===== src/rtl/trd_pkg.sv =====
package trd_pkg;

    // Input word kinds (s_tuser)
    localparam logic [2:0] FUNC_TICK        = 3'd0;
    localparam logic [2:0] FUNC_STATUS      = 3'd1;
    localparam logic [2:0] FUNC_STATUS_FAIL = 3'd2;
    localparam logic [2:0] FUNC_RECORD      = 3'd3;
    localparam logic [2:0] FUNC_RECORD_FAIL = 3'd4;

    // Result word kinds (m_tuser)
    localparam logic [1:0] KIND_SLOT  = 2'd0;
    localparam logic [1:0] KIND_CLEAR = 2'd1;
    localparam logic [1:0] KIND_READ  = 2'd2;

    // Register indexes (paddr[3:2])
    localparam logic [1:0] REG_PRESENT = 2'd0;
    localparam logic [1:0] REG_WIDTH   = 2'd1;
    localparam logic [1:0] REG_HEIGHT  = 2'd2;
    localparam logic [1:0] REG_STALE   = 2'd3;

    localparam int SLOT_COUNT_DEF = 5;
    // slot index carried between controller and datapath; covers up to 16 slots
    localparam int IDX_W = 4;

    localparam int          STATUS_READY_BIT = 7;
    localparam logic [7:0]  COUNT_MASK       = 8'h0F;
    localparam int          RECORD_LEN       = 8;
    localparam logic [15:0] AREA_MAX         = 16'd255;
    localparam logic [15:0] MS_MAX           = 16'hFFFF;

    localparam logic        PRESENT_RST = 1'b1;
    localparam logic [15:0] WIDTH_RST   = 16'd1024;
    localparam logic [15:0] HEIGHT_RST  = 16'd600;
    localparam logic [15:0] STALE_RST   = 16'd1000;

    typedef struct packed {
        logic        present;
        logic [15:0] width_px;
        logic [15:0] height_px;
        logic [15:0] stale_ms;
    } cfg_t;

    typedef struct packed {
        logic [15:0] x;
        logic [15:0] y;
        logic [7:0]  area;
        logic        pressed;
    } slot_rec_t;

    // what one accepted word asks to publish
    typedef struct packed {
        logic       emit_slots;
        logic       use_pending;
        logic       has_tail;
        logic [1:0] tail_kind;
    } plan_t;

    // controller to datapath
    typedef struct packed {
        logic             accept;
        logic             load;
        logic             tail;
        logic [IDX_W-1:0] slot;
        logic             use_pending;
        logic [1:0]       tail_kind;
        logic             last;
    } cmd_t;

endpackage


===== src/rtl/trd_regs.sv =====
module trd_regs (
    input  logic          aclk,
    input  logic          aresetn,
    input  logic          psel,
    input  logic          penable,
    input  logic          pwrite,
    input  logic [3:0]    paddr,
    input  logic [31:0]   pwdata,
    output logic [31:0]   prdata,
    output logic          pready,
    output trd_pkg::cfg_t cfg
);

    trd_pkg::cfg_t cfg_reg;
    logic          wr_en;
    logic [1:0]    reg_idx;

    assign pready  = 1'b1;
    assign wr_en   = psel && penable && pwrite;
    assign reg_idx = paddr[3:2];
    assign cfg     = cfg_reg;

    // register writes
    always_ff @(posedge aclk) begin
        if (!aresetn) begin
            cfg_reg.present   <= trd_pkg::PRESENT_RST;
            cfg_reg.width_px  <= trd_pkg::WIDTH_RST;
            cfg_reg.height_px <= trd_pkg::HEIGHT_RST;
            cfg_reg.stale_ms  <= trd_pkg::STALE_RST;
        end else if (wr_en) begin
            unique case (reg_idx)
                trd_pkg::REG_PRESENT: cfg_reg.present   <= pwdata[0];
                trd_pkg::REG_WIDTH:   cfg_reg.width_px  <= pwdata[15:0];
                trd_pkg::REG_HEIGHT:  cfg_reg.height_px <= pwdata[15:0];
                trd_pkg::REG_STALE:   cfg_reg.stale_ms  <= pwdata[15:0];
                default: ;
            endcase
        end
    end

    // read back
    always_comb begin
        prdata = '0;
        unique case (reg_idx)
            trd_pkg::REG_PRESENT: prdata = {31'd0, cfg_reg.present};
            trd_pkg::REG_WIDTH:   prdata = {16'd0, cfg_reg.width_px};
            trd_pkg::REG_HEIGHT:  prdata = {16'd0, cfg_reg.height_px};
            trd_pkg::REG_STALE:   prdata = {16'd0, cfg_reg.stale_ms};
            default:              prdata = '0;
        endcase
    end

endmodule


===== src/rtl/trd_datapath.sv =====
module trd_datapath #(
    parameter int SLOT_COUNT = trd_pkg::SLOT_COUNT_DEF
) (
    input  logic           aclk,
    input  logic           aresetn,
    input  trd_pkg::cfg_t  cfg,
    input  logic [2:0]     func,
    input  logic [7:0]     data_byte,
    input  trd_pkg::cmd_t  cmd,
    output trd_pkg::plan_t plan,
    output logic [1:0]     out_kind,
    output logic [2:0]     out_slot,
    output logic [15:0]    out_x,
    output logic [15:0]    out_y,
    output logic [7:0]     out_area,
    output logic           out_pressed,
    output logic [5:0]     out_len,
    output logic           out_last
);

    localparam int SLOT_W = (SLOT_COUNT > 1) ? $clog2(SLOT_COUNT) : 1;
    localparam int CNT_W  = $clog2(SLOT_COUNT + 1);
    localparam int REC_BYTES = trd_pkg::RECORD_LEN - 1;

    // decoder state
    logic                phase_reg, phase_next;
    logic [CNT_W-1:0]    expected_reg, expected_next;
    logic [5:0]          byte_idx_reg, byte_idx_next;
    logic [7:0]          record_reg [REC_BYTES];
    logic [7:0]          record_next [REC_BYTES];
    trd_pkg::slot_rec_t  pending_reg [SLOT_COUNT];
    trd_pkg::slot_rec_t  pending_next [SLOT_COUNT];
    logic [15:0]         ms_reg, ms_next;
    logic                seen_reg, seen_next;
    logic [5:0]          read_len_reg, read_len_next;

    // result word register
    logic [1:0]          kind_reg;
    logic [2:0]          slot_reg;
    logic [15:0]         x_reg;
    logic [15:0]         y_reg;
    logic [7:0]          area_reg;
    logic                pressed_reg;
    logic [5:0]          len_reg;
    logic                last_reg;

    // record decode
    logic [2:0]          rec_off;
    logic [2:0]          rec_pos;
    logic [3:0]          track;
    logic [3:0]          rec_idx;
    logic                idx_ok;
    logic [15:0]         raw_x, raw_y, raw_sz;
    trd_pkg::slot_rec_t  new_rec;
    logic                stale;
    logic [3:0]          cnt;

    assign rec_off = byte_idx_reg[2:0];
    assign rec_pos = byte_idx_reg[5:3];
    assign track   = record_reg[0][3:0];
    assign rec_idx = (32'(track) < SLOT_COUNT) ? track : {1'b0, rec_pos};
    assign idx_ok  = 32'(rec_idx) < SLOT_COUNT;
    assign raw_x   = {record_reg[2], record_reg[1]};
    assign raw_y   = {record_reg[4], record_reg[3]};
    assign raw_sz  = {record_reg[6], record_reg[5]};
    assign stale   = seen_reg && (ms_reg >= cfg.stale_ms);
    assign cnt     = data_byte[3:0] & trd_pkg::COUNT_MASK[3:0];

    // clamp and saturate one record
    always_comb begin
        new_rec.x       = (raw_x < cfg.width_px)  ? raw_x : cfg.width_px - 16'd1;
        new_rec.y       = (raw_y < cfg.height_px) ? raw_y : cfg.height_px - 16'd1;
        new_rec.area    = (raw_sz > trd_pkg::AREA_MAX) ? trd_pkg::AREA_MAX[7:0] : raw_sz[7:0];
        new_rec.pressed = 1'b1;
    end

    // event decode
    always_comb begin
        plan          = '0;
        phase_next    = phase_reg;
        expected_next = expected_reg;
        byte_idx_next = byte_idx_reg;
        ms_next       = ms_reg;
        seen_next     = seen_reg;
        read_len_next = read_len_reg;
        for (int i = 0; i < REC_BYTES; i++) record_next[i] = record_reg[i];
        for (int i = 0; i < SLOT_COUNT; i++) pending_next[i] = pending_reg[i];

        case (func) inside
            trd_pkg::FUNC_TICK: begin
                if (ms_reg != trd_pkg::MS_MAX) ms_next = ms_reg + 16'd1;
            end
            trd_pkg::FUNC_STATUS, trd_pkg::FUNC_STATUS_FAIL: begin
                phase_next = 1'b0;
                if (!cfg.present) begin
                    plan.emit_slots = 1'b1;
                end else if (func == trd_pkg::FUNC_STATUS_FAIL
                             || !data_byte[trd_pkg::STATUS_READY_BIT]) begin
                    if (stale) begin
                        plan.emit_slots = 1'b1;
                        ms_next         = '0;
                    end
                end else if (cnt == 4'd0 || 32'(cnt) > SLOT_COUNT) begin
                    plan.emit_slots = 1'b1;
                    plan.has_tail   = 1'b1;
                    plan.tail_kind  = trd_pkg::KIND_CLEAR;
                    ms_next         = '0;
                    seen_next       = 1'b1;
                end else begin
                    phase_next     = 1'b1;
                    expected_next  = cnt[CNT_W-1:0];
                    byte_idx_next  = '0;
                    read_len_next  = {cnt[2:0], 3'b000};
                    for (int i = 0; i < SLOT_COUNT; i++) pending_next[i] = '0;
                    plan.has_tail  = 1'b1;
                    plan.tail_kind = trd_pkg::KIND_READ;
                end
            end
            trd_pkg::FUNC_RECORD: begin
                if (phase_reg) begin
                    if (rec_off != 3'd7) begin
                        for (int i = 0; i < REC_BYTES; i++)
                            if (rec_off == 3'(i)) record_next[i] = data_byte;
                    end else begin
                        for (int i = 0; i < SLOT_COUNT; i++)
                            if (idx_ok && rec_idx == 4'(i)) pending_next[i] = new_rec;
                        if ((32'(rec_pos) + 1) >= 32'(expected_reg)) begin
                            plan.emit_slots  = 1'b1;
                            plan.use_pending = 1'b1;
                            plan.has_tail    = 1'b1;
                            plan.tail_kind   = trd_pkg::KIND_CLEAR;
                            ms_next          = '0;
                            seen_next        = 1'b1;
                            phase_next       = 1'b0;
                        end
                    end
                    byte_idx_next = byte_idx_reg + 6'd1;
                end
            end
            trd_pkg::FUNC_RECORD_FAIL: begin
                if (phase_reg) begin
                    if (stale) begin
                        plan.emit_slots = 1'b1;
                        ms_next         = '0;
                    end
                    plan.has_tail  = 1'b1;
                    plan.tail_kind = trd_pkg::KIND_CLEAR;
                    phase_next     = 1'b0;
                end
            end
            default: ;
        endcase
    end

    // control state
    always_ff @(posedge aclk) begin
        if (!aresetn) begin
            phase_reg    <= 1'b0;
            expected_reg <= '0;
            byte_idx_reg <= '0;
            ms_reg       <= '0;
            seen_reg     <= 1'b0;
            for (int i = 0; i < SLOT_COUNT; i++) pending_reg[i] <= '0;
        end else if (cmd.accept) begin
            phase_reg    <= phase_next;
            expected_reg <= expected_next;
            byte_idx_reg <= byte_idx_next;
            ms_reg       <= ms_next;
            seen_reg     <= seen_next;
            for (int i = 0; i < SLOT_COUNT; i++) pending_reg[i] <= pending_next[i];
        end
    end

    // record bytes and read length
    always_ff @(posedge aclk) begin
        if (cmd.accept) begin
            read_len_reg <= read_len_next;
            for (int i = 0; i < REC_BYTES; i++) record_reg[i] <= record_next[i];
        end
    end

    // result word
    always_ff @(posedge aclk) begin
        if (cmd.load) begin
            last_reg <= cmd.last;
            if (cmd.tail) begin
                kind_reg    <= cmd.tail_kind;
                slot_reg    <= '0;
                x_reg       <= '0;
                y_reg       <= '0;
                area_reg    <= '0;
                pressed_reg <= 1'b0;
                len_reg     <= (cmd.tail_kind == trd_pkg::KIND_READ) ? read_len_reg : 6'd0;
            end else begin
                kind_reg <= trd_pkg::KIND_SLOT;
                slot_reg <= cmd.slot[2:0];
                len_reg  <= '0;
                if (cmd.use_pending) begin
                    x_reg       <= pending_reg[cmd.slot[SLOT_W-1:0]].x;
                    y_reg       <= pending_reg[cmd.slot[SLOT_W-1:0]].y;
                    area_reg    <= pending_reg[cmd.slot[SLOT_W-1:0]].area;
                    pressed_reg <= pending_reg[cmd.slot[SLOT_W-1:0]].pressed;
                end else begin
                    x_reg       <= '0;
                    y_reg       <= '0;
                    area_reg    <= '0;
                    pressed_reg <= 1'b0;
                end
            end
        end
    end

    assign out_kind    = kind_reg;
    assign out_slot    = slot_reg;
    assign out_x       = x_reg;
    assign out_y       = y_reg;
    assign out_area    = area_reg;
    assign out_pressed = pressed_reg;
    assign out_len     = len_reg;
    assign out_last    = last_reg;

endmodule


===== src/rtl/trd_ctrl.sv =====
module trd_ctrl #(
    parameter int SLOT_COUNT = trd_pkg::SLOT_COUNT_DEF
) (
    input  logic           aclk,
    input  logic           aresetn,
    input  logic           s_tvalid,
    output logic           s_tready,
    output logic           m_tvalid,
    input  logic           m_tready,
    input  trd_pkg::plan_t plan,
    output trd_pkg::cmd_t  cmd
);

    localparam int SLOT_W = (SLOT_COUNT > 1) ? $clog2(SLOT_COUNT) : 1;
    localparam int IDX_W  = trd_pkg::IDX_W;
    localparam logic [SLOT_W-1:0] SLOT_LAST = SLOT_W'(SLOT_COUNT - 1);

    typedef enum logic [2:0] {
        ST_IDLE  = 3'b001,
        ST_SLOTS = 3'b010,
        ST_TAIL  = 3'b100
    } state_t;

    state_t            state_reg, state_next;
    logic [SLOT_W-1:0] slot_cnt_reg, slot_cnt_next;
    logic              use_pending_reg, use_pending_next;
    logic              has_tail_reg, has_tail_next;
    logic [1:0]        tail_kind_reg, tail_kind_next;
    logic              m_tvalid_reg, m_tvalid_next;
    logic              accept;
    logic              out_free;

    assign s_tready = (state_reg == ST_IDLE);
    assign accept   = s_tvalid && s_tready;
    assign out_free = !m_tvalid_reg || m_tready;
    assign m_tvalid = m_tvalid_reg;

    // sequencer
    always_comb begin
        state_next       = state_reg;
        slot_cnt_next    = slot_cnt_reg;
        use_pending_next = use_pending_reg;
        has_tail_next    = has_tail_reg;
        tail_kind_next   = tail_kind_reg;
        cmd              = '0;
        cmd.accept       = accept;
        cmd.slot         = IDX_W'(slot_cnt_reg);
        cmd.use_pending  = use_pending_reg;
        cmd.tail_kind    = tail_kind_reg;

        unique case (state_reg)
            ST_IDLE: begin
                if (accept) begin
                    use_pending_next = plan.use_pending;
                    has_tail_next    = plan.has_tail;
                    tail_kind_next   = plan.tail_kind;
                    slot_cnt_next    = '0;
                    if (plan.emit_slots)    state_next = ST_SLOTS;
                    else if (plan.has_tail) state_next = ST_TAIL;
                end
            end
            ST_SLOTS: begin
                if (out_free) begin
                    cmd.load = 1'b1;
                    cmd.last = (slot_cnt_reg == SLOT_LAST) && !has_tail_reg;
                    if (slot_cnt_reg == SLOT_LAST) begin
                        state_next = has_tail_reg ? ST_TAIL : ST_IDLE;
                    end else begin
                        slot_cnt_next = slot_cnt_reg + SLOT_W'(1);
                    end
                end
            end
            ST_TAIL: begin
                if (out_free) begin
                    cmd.load   = 1'b1;
                    cmd.tail   = 1'b1;
                    cmd.last   = 1'b1;
                    state_next = ST_IDLE;
                end
            end
            default: state_next = ST_IDLE;
        endcase

        if (cmd.load)      m_tvalid_next = 1'b1;
        else if (m_tready) m_tvalid_next = 1'b0;
        else               m_tvalid_next = m_tvalid_reg;
    end

    always_ff @(posedge aclk) begin
        if (!aresetn) begin
            state_reg    <= ST_IDLE;
            m_tvalid_reg <= 1'b0;
        end else begin
            state_reg    <= state_next;
            m_tvalid_reg <= m_tvalid_next;
        end
    end

    always_ff @(posedge aclk) begin
        slot_cnt_reg    <= slot_cnt_next;
        use_pending_reg <= use_pending_next;
        has_tail_reg    <= has_tail_next;
        tail_kind_reg   <= tail_kind_next;
    end

`ifndef SYNTHESIS
    // a new word is never loaded over one still waiting
    a_load_free: assert property (@(posedge aclk) disable iff (!aresetn)
        cmd.load |-> (!m_tvalid_reg || m_tready))
        else $error("result loaded over a pending word");

    // the final word of a sequence returns the sequencer to idle
    a_last_idle: assert property (@(posedge aclk) disable iff (!aresetn)
        (cmd.load && cmd.last) |=> (state_reg == ST_IDLE))
        else $error("sequencer busy after last word");

    // a word with nothing to publish leaves the sequencer idle
    a_quiet_word: assert property (@(posedge aclk) disable iff (!aresetn)
        (accept && !plan.emit_slots && !plan.has_tail) |=> (state_reg == ST_IDLE))
        else $error("quiet word started a sequence");

    // the slot counter stays within the slot range
    a_slot_range: assert property (@(posedge aclk) disable iff (!aresetn)
        (state_reg == ST_SLOTS) |-> (32'(slot_cnt_reg) < SLOT_COUNT))
        else $error("slot counter out of range");
`endif

endmodule


===== src/rtl/touch_report_decoder.sv =====
// An accepted input word with results to publish moves the sequencer out of idle,
// which loads them into the output register. One input word at a time; a word that
// publishes N results (0 to 6) holds the input until its last result is loaded, set
// by the result sequencer that loads one word per cycle while the output is free.
// Reset: synchronous, active low; config registers to defaults, all slots released.
module touch_report_decoder #(
    parameter int SLOT_COUNT = trd_pkg::SLOT_COUNT_DEF
) (
    input  logic        aclk,
    input  logic        aresetn,
    // configuration
    input  logic        psel,
    input  logic        penable,
    input  logic        pwrite,
    input  logic [3:0]  paddr,
    input  logic [31:0] pwdata,
    output logic [31:0] prdata,
    output logic        pready,
    // input words
    input  logic        s_tvalid,
    output logic        s_tready,
    input  logic [7:0]  s_tdata,   // [7:0] data_byte
    input  logic [2:0]  s_tuser,   // [2:0] func
    // result words
    output logic        m_tvalid,
    input  logic        m_tready,
    output logic [55:0] m_tdata,   // [2:0] slot, [18:3] pos_x, [34:19] pos_y,
                                   // [42:35] contact_area, [43] pressed,
                                   // [49:44] read_length, [55:50] zero
    output logic [1:0]  m_tuser,   // [1:0] kind
    output logic        m_tlast    // last result of an input word
);

    trd_pkg::cfg_t  cfg;
    trd_pkg::plan_t plan;
    trd_pkg::cmd_t  cmd;
    logic [2:0]     out_slot;
    logic [15:0]    out_x;
    logic [15:0]    out_y;
    logic [7:0]     out_area;
    logic           out_pressed;
    logic [5:0]     out_len;

    // configuration registers
    trd_regs u_regs (
        .aclk    (aclk),
        .aresetn (aresetn),
        .psel    (psel),
        .penable (penable),
        .pwrite  (pwrite),
        .paddr   (paddr),
        .pwdata  (pwdata),
        .prdata  (prdata),
        .pready  (pready),
        .cfg     (cfg)
    );

    // handshake and result sequencing
    trd_ctrl #(.SLOT_COUNT(SLOT_COUNT)) u_ctrl (
        .aclk     (aclk),
        .aresetn  (aresetn),
        .s_tvalid (s_tvalid),
        .s_tready (s_tready),
        .m_tvalid (m_tvalid),
        .m_tready (m_tready),
        .plan     (plan),
        .cmd      (cmd)
    );

    // report decode and slot store
    trd_datapath #(.SLOT_COUNT(SLOT_COUNT)) u_dp (
        .aclk        (aclk),
        .aresetn     (aresetn),
        .cfg         (cfg),
        .func        (s_tuser),
        .data_byte   (s_tdata),
        .cmd         (cmd),
        .plan        (plan),
        .out_kind    (m_tuser),
        .out_slot    (out_slot),
        .out_x       (out_x),
        .out_y       (out_y),
        .out_area    (out_area),
        .out_pressed (out_pressed),
        .out_len     (out_len),
        .out_last    (m_tlast)
    );

    assign m_tdata = {6'd0, out_len, out_pressed, out_area, out_y, out_x, out_slot};

endmodule

===== config.mk =====
export PLATFORM = sky130hd
export DESIGN_NAME = touch_report_decoder
export DESIGN_NICKNAME = d
export VERILOG_FILES = /design/src/rtl/trd_pkg.sv /design/src/rtl/trd_regs.sv /design/src/rtl/trd_datapath.sv /design/src/rtl/trd_ctrl.sv /design/src/rtl/touch_report_decoder.sv
export SDC_FILE = /design/constraint.sdc
export NUM_CORES = 1
export LEC_CHECK = 0
export BUFFER_PORTS_ARGS = -buffer_cell sky130_fd_sc_hd__buf_2
export CORE_MARGIN = 2
export CORE_UTILIZATION = 40
export DETAILED_ROUTE_END_ITERATION = 8
export PLACE_DENSITY = 0.66
export SETUP_SLACK_MARGIN = 0.1
export SLEW_MARGIN = 20
export SYNTH_ARGS = -nofsm -noshare
export SYNTH_HDL_FRONTEND = slang
export SYNTH_SLANG_ARGS = --single-unit

===== constraint.sdc =====
create_clock -name aclk -period 13.9 [get_ports aclk]
set_input_delay 1.39 -clock aclk [delete_from_list [all_inputs] [get_ports aclk]]
set_output_delay 1.39 -clock aclk [all_outputs]
set_load 0.005 [all_outputs]

==> key figures, run 1 <==
STA
  • Fmax: 229.3 MHz
  • Final worst path period share: a little under a third
  • Final hold violations: 0
  • Slew Viols, Final: 0
  • RSZ-0062 raised after global routing: no
  • Final Skew: 0.02093 ns
  • Setup violations, final: 0
  • Actual slew at the worst max-slew pin: between 1 and 1.5 ns
  • Slew Limit Headroom: a little under a third
  • Tmin final: 4.361 ns
  • Fin Setup TNS: 0 ns

Placed design
  • I/O Buffers: 103
  • Final GP Congestion: 0.8561
  • DP HPWL: about 27,000 microns
  • Dpl cell area: roughly 19,000 sq um
  • # placed instances: slightly above 2,000

Clock network
  • CTS resizes: 0
  • # hold bufs at CTS: 0
  • TritonCTS Buffers: 43
  • CTS H-tree lvls: 2
  • CTS tree: done
  • Clk buf depth: 3
  • Clk_lat worst skew: around 0.57 ns
  • Post-CTS setup buffer count: 0
  • CTS Sinks: 397
  • Root buffer cell: clkbuf_16
  • Clock transition at path regs: 0.06 ns

GRT
  • Global-route wire length before repair: 62,130 microns
  • Initial antenna violation count: 0
  • Vias in the first global route: about 11,000
  • Grt total ovfl: 0
  • Largest net degree at the start of global routing: 90
  • Overall Global Routing Usage: 17.10%

Final layout
  • Max FFs per register: 205
  • Reg area: 11,120 sq um
  • Antenna Cells: 0
  • Design area: 20,560 sq um
  • Synthesis-to-finish area growth: 13.25%
  • Layout cells sized above 1: 17.23%
  • Final std cells w/o fill: 2,138
  • Final net count: 1,618
  • Number of fillers in the final layout: about 4,100
  • Multi-input gate area: 6422 sq um

Route
  • Drc violations: 0
  • DRT Pass-1 Iters: 7
  • Routed wire per std cell: 18.85 microns
  • Post-route antenna net violation count: 0
  • Vias: 11,050
  • Number of DRC markers in iteration 0: 807
  • Vias per cell: 5.167
  • Detailed Route WL: just over 40,000 microns

Logic synthesis
  • Largest cells by area after synthesis: edfxtp_1 (52%), dfxtp_1 (8.8%), mux4_2 (5.2%)
  • Yosys warns: 0
  • Top-area cell type share of the netlist area: approximately 52%
  • Netlist cell types: 77
  • Synth top cells by count: edfxtp_1 (317), nand2_1 (148), nor2_1 (136)
  • Most area-hungry cell type in the Yosys netlist: edfxtp_1
  • Synth Cell Area: 18,150 sq um
  • Count leader, synth: edfxtp_1
  • Post-synth EDFFs: around 320
  • Seq/Total Area, Yosys: 61.26%
  • Yosys reg bits: 397
  • Mapped Cells: 1,408
  • Mean post-synth cell area: 12.89 sq um
  • Main synth FF type: edfxtp_1
  • Asr flop ratio synth: 0%

Floorplan
  • Core Region: 45,090 sq um
  • Row count: 78
  • Die H: 217.0 microns
  • Die area: about 47,000 sq um
  • I/O pins: ~150
  • Initial Util: 40.26%
  • DIE WIDTH: roughly 220 microns

Worst setup path
  • Critical Path Max Stage Delay: 0.69 ns
  • CP bufs+invs: 2
  • CP top delay family: simple AND/OR/NAND/NOR gates
  • Worst setup EP type: primary output
  • Most frequent CP cell: buf_2
  • Crit path launch type: input port
  • CP Cell Sequence: buf_2 > nor2b_2 > a22o_1 > buf_2
  • CP Class: in2out
  • Req. time, crit path: 12.51 ns
  • CP max FO: 37
  • CP arrival: 2.97 ns
  • CP max stage cell: nor2b_2

Power and ir drop
  • IR drop worst, VDD: 0.07429 mV
  • PnR Total Power: 2.587 mW
  • LEAKAGE: 7.610 nW
  • PD cells: about 130 nW/um^2

Run status
  • Status: complete, no violations

Job
  • Max_cap viols: 0

Min path
  • Worst hold-check path type: reg2reg
[per-layer routing]
layer	vias up	global-route usage [%]	part of all wire, %
met2	222	28.92	49
met1	5433	22.50	45
met4	0	6.027	2.8
met3	67	2.488	3.4
met5	-	0	0
li1	5325	-	-
[kinds of logic after synthesis]
logic type / share of synthesized area [%]
adder cells (fa/ha/maj): 4.205
buffers and inverters: 4.218
AND/OR/NAND/NOR: 10.98
XOR/XNOR: 1.640
other: 0.04137
flip-flops: 61.26
AO/OA/AOI/OAI: 8.850
multiplexers: 8.802
[worst reg2reg max path, cell delays in order (launching register included)]
cell and delay, ns:
dfxtp_1 0.37, ha_1 0.22, ha_1 0.24, nand2_1 0.09, a31oi_1 0.20, nand3_1 0.47, or3_1 0.52, buf_4 0.31
a211oi_1 0.66
[stage by stage]
step                hold slack, ns  util (%)  setup slack (ns)
finish                      0.4896     45.59             9.539
global route                0.5102     45.59             9.403
global placement            0.4552     42.53             9.167
CTS                         0.4892     45.59             9.256
floorplan                   0.4435         -             8.442
detailed placement          0.4800     42.53             9.086
[power breakdown]
part	total, mW	internal (mW)	switching, mW
Sequential	1.33	1.32	0.0107
Combinational	0.144	0.0519	0.0924
Clock	1.11	0.648	0.465
[path summary, 6_finish.rpt]
kind	startpoint	cells after the start	slack (ns)	endpoint
worst max-delay path	paddr[2]	4	9.54	prdata[15]
worst min-delay path	u_dp.ms_reg[0]$_SDFFE_PN0P_	2	0.49	u_dp.ms_reg[0]$_SDFFE_PN0P_
worst max register to register	u_dp.byte_idx_reg[0]$_SDFFE_PN0P_	8	10.52	u_dp.pending_reg[0][11]$_DFFE_PP_
worst min register to register	u_dp.ms_reg[0]$_SDFFE_PN0P_	2	0.49	u_dp.ms_reg[0]$_SDFFE_PN0P_
[final cells by class]
type	count	share of cell area (%)
multi-input combinational	874	31.24
inverter	70	1.278
clock buffer	53	5.618
tap	600	3.652
timing repair buffer	117	3.019
clock inverter	27	1.096
sequential	397	54.10
[cell usage in the layout, fill, tap and decap left out, drive strengths merged, types with 7 or more instances in the layout]
cell	instances
a211oi	16
a21boi	39
a21o	14
a21oi	33
a22o	20
and2	11
and3	20
buf	117
clkbuf	53
clkinv	20
conb	26
dfxtp	80
edfxtp	317
ha	61
inv	71
mux2i	64
mux4	42
nand2	148
nand2b	7
nand3	24
nand4	15
nor2	138
nor2b	14
nor3	12
nor4	11
o211ai	14
o21ai	46
or2	8
xnor2	27
xor2	7
(Power assumes the default switching activity.)
==> run 2, diff against run 1 <==
--- a/config.mk
+++ b/config.mk
@@ -9,7 +9,7 @@
 export CORE_MARGIN = 2
 export CORE_UTILIZATION = 40
 export DETAILED_ROUTE_END_ITERATION = 8
-export PLACE_DENSITY = 0.66
+export PLACE_DENSITY = 0.68
 export SETUP_SLACK_MARGIN = 0.1
 export SLEW_MARGIN = 20
 export SYNTH_ARGS = -nofsm -noshare
==> constraint.sdc (replaced) <==
create_clock -name aclk -period 3.85 [get_ports aclk]
set_input_delay 0.385 -clock aclk [delete_from_list [all_inputs] [get_ports aclk]]
set_output_delay 0.385 -clock aclk [all_outputs]
set_load 0.005 [all_outputs]
==> run 2 against run 1 <==
  * Sequential share of layout area decreased by 0.15 points
  * Final area increased by 0.28%
  * Via count down 0.24%
  * Wire length fell by 0.31%
  * Largest power group unchanged
  * Highest routed layer unchanged
  * Global-route usage grew 0.12 points
  * Register-to-register slack got worse by 9.7 ns
  * Critical path depth rose by 6
  * Clock skew decreased by 0.0050 ns
  * Worst setup slack worse by 8.7 ns
  * Sequential power grew to 3.6 times the previous value
  * Critical endpoint is now u_dp.ms_reg[14]$_SDFFE_PN0P_
  * Count of clock-buffer cells in the layout up 1
==> key figures, run 2 (same netlist as run 1, synthesis figures left out) <==
Run status
  • Status: complete, no violations

Worst setup path
  • CP max FO: 14
  • CP arrival: 3.49 ns
  • Path depth of the worst reg2reg path: 10
  • Worst setup EP type: register
  • Req. time, crit path: 4.30 ns
  • Slack of the worst reg-to-reg path: 0.81 ns
  • CP Class: reg2reg
  • Worst setup startpoint: u_dp.byte_idx_reg[3]$_SDFFE_PN0P_
  • Worst R2R Start: u_dp.byte_idx_reg[3]$_SDFFE_PN0P_
  • Crit path launch type: register
  • Worst setup endpoint: u_dp.ms_reg[14]$_SDFFE_PN0P_
  • RR Endpoint: u_dp.ms_reg[14]$_SDFFE_PN0P_

Clock network
  • Root buffer cell: clkbuf_16
  • CTS H-tree lvls: 2
  • # hold bufs at CTS: 0
  • Post-CTS setup buffer count: 0
  • Clk buf depth: 3
  • TritonCTS Buffers: 42
  • CTS tree: done
  • CTS resizes: 0
  • Clk_lat worst skew: between 0.5 and 0.6 ns
  • CTS Sinks: 397
  • Clock transition at path regs: 0.06 ns

GRT
  • Grt total ovfl: 0
  • Largest net degree at the start of global routing: 89
  • Top Usage Layer GRT: met2
  • Vias in the first global route: 10,800
  • Global-route wire length before repair: approximately 62,000 microns
  • Initial antenna violation count: 0
  • GR Layer Usage met2: 28.64%
  • Overall Global Routing Usage: ~17%
  • Met1 Use GR: 23.16%
  • Met3 Use GR: 2.558%

STA
  • Setup violations, final: 0
  • Worst hold slack: 0.1204 ns
  • Final hold violations: 0
  • Fin Setup TNS: 0 ns
  • Final worst path period share: 78.93%
  • Slew Limit Headroom: 29.34%
  • Actual slew at the worst max-slew pin: 1.045 ns
  • Tmin final: 3.039 ns
  • Final Skew: 0.01597 ns
  • Fmax: between 300 and 400 MHz
  • Slew Viols, Final: 0
  • RSZ-0062 raised after global routing: no

Route
  • Vias per cell: slightly above 5
  • Number of DRC markers in iteration 0: 836
  • Routed wire per std cell: 18.78 microns
  • Vias: 11,020
  • DRT Pass-1 Iters: 5
  • Detailed Route WL: around 40,000 microns
  • Post-route antenna net violation count: 0
  • Drc violations: 0

Floorplan
  • Die area: 47,100 sq um
  • Row count: 78
  • Initial Util: between 40% and 50%
  • Die H: 217.0 microns
  • DIE WIDTH: around 220 microns
  • I/O pins: 148
  • Core Region: 45,090 sq um

Final layout
  • Synthesis-to-finish area growth: 13.57%
  • Most frequent cells in the layout: edfxtp_1 (317), nand2_1 (148), nor2_1 (135)
  • Final net count: 1,621
  • Design area: 20,610 sq um
  • Commonest non-fill, non-tap cell in the layout: edfxtp_1
  • Number of fillers in the final layout: 4,039
  • Layout cells sized above 1: 17.48%
  • Max FFs per register: between 200 and 250
  • Multi-input gate area: 6420 sq um
  • Final Util: a little under half
  • Antenna Cells: 0
  • Reg area: roughly 11,000 sq um

Min path
  • Worst hold-check path type: in2reg
  • Critical hold path startpoint: pwdata[12]

Placed design
  • Final GP Congestion: 0.8554
  • Dpl cell area: 19,220 sq um
  • I/O Buffers: between 100 and 150
  • DP HPWL: 26,800 microns

Power and ir drop
  • PnR Total Power: 9.376 mW
  • PD cells: 454.8 nW/um^2
  • IR drop worst, VDD: 0.2902 mV
  • LEAKAGE: 7.652 nW

Job
  • Max_cap viols: 0
-- run 2: changes by cell type in the layout (fill, tap and decap cells not counted), moves of 2 or more --
cell / before / now
clkbuf_8: 2 / 5
clkinv_1: 13 / 10
buf_4: 14 / 17
inv_6: 2 / 0
clkinvlp_4: 3 / 1
-- run 2: how the worst min path moves through the flow --
stage          slack [ns]  cells after the start                           to
2_1_floorplan        0.44                      2  u_regs.cfg[28]$_SDFFE_PN0P_
3_3_place_gp         0.46                      2  u_regs.cfg[28]$_SDFFE_PN0P_
3_5_place_dp         0.47                      2  u_regs.cfg[28]$_SDFFE_PN0P_
4_1_cts              0.09                      3  u_regs.cfg[48]$_SDFFE_PN1P_
5_1_grt              0.12                      3  u_regs.cfg[44]$_SDFFE_PN0P_
6_report             0.12                      3  u_regs.cfg[28]$_SDFFE_PN0P_
-- run 2: layout make-up --
class / instances / share of cell area (%)
repair buffers: 121 / 3.217
well taps: 600 / 3.642
clock inverters: 23 / 1.117
inverters: 70 / 1.275
multi-input cells: 874 / 31.14
flip-flops and latches: 397 / 53.95
clock buffers: 54 / 5.663
-- run 2: worst max-delay path: stages, from the launching register on --
cell and delay [ns]:
dfxtp_1 0.38, ha_1 0.25, xor2_1 0.15, ha_1 0.27
o21ai_0 0.06, o21ai_0 0.33, a21oi_1 0.21, a311oi_4 0.64
nor2b_2 0.18, a31o_1 0.23, a22o_1 0.23
-- run 2: power by group --
part / leakage (nW) / switching (mW) / internal, mW
Sequential: 3.80 / 0.0386 / 4.76
Combinational: 3.16 / 0.333 / 0.190
Clock: 0.685 / 1.64 / 2.41
-- run 2: per-stage QoR --
stage	cells	setup slack, ns
2_1_floorplan	1432	-0.6887
3_3_place_gp	2062	0.8359
3_5_place_dp	2062	0.8458
4_1_cts	2139	0.8276
5_1_grt	2139	0.5938
6_report	2139	0.8113
-- run 2: layer usage --
layer  wire [microns]  vias up
met5                0        -
met2            19460      242
met3             1593       49
met4              912        0
li1                 -     5322
met1            18210     5407
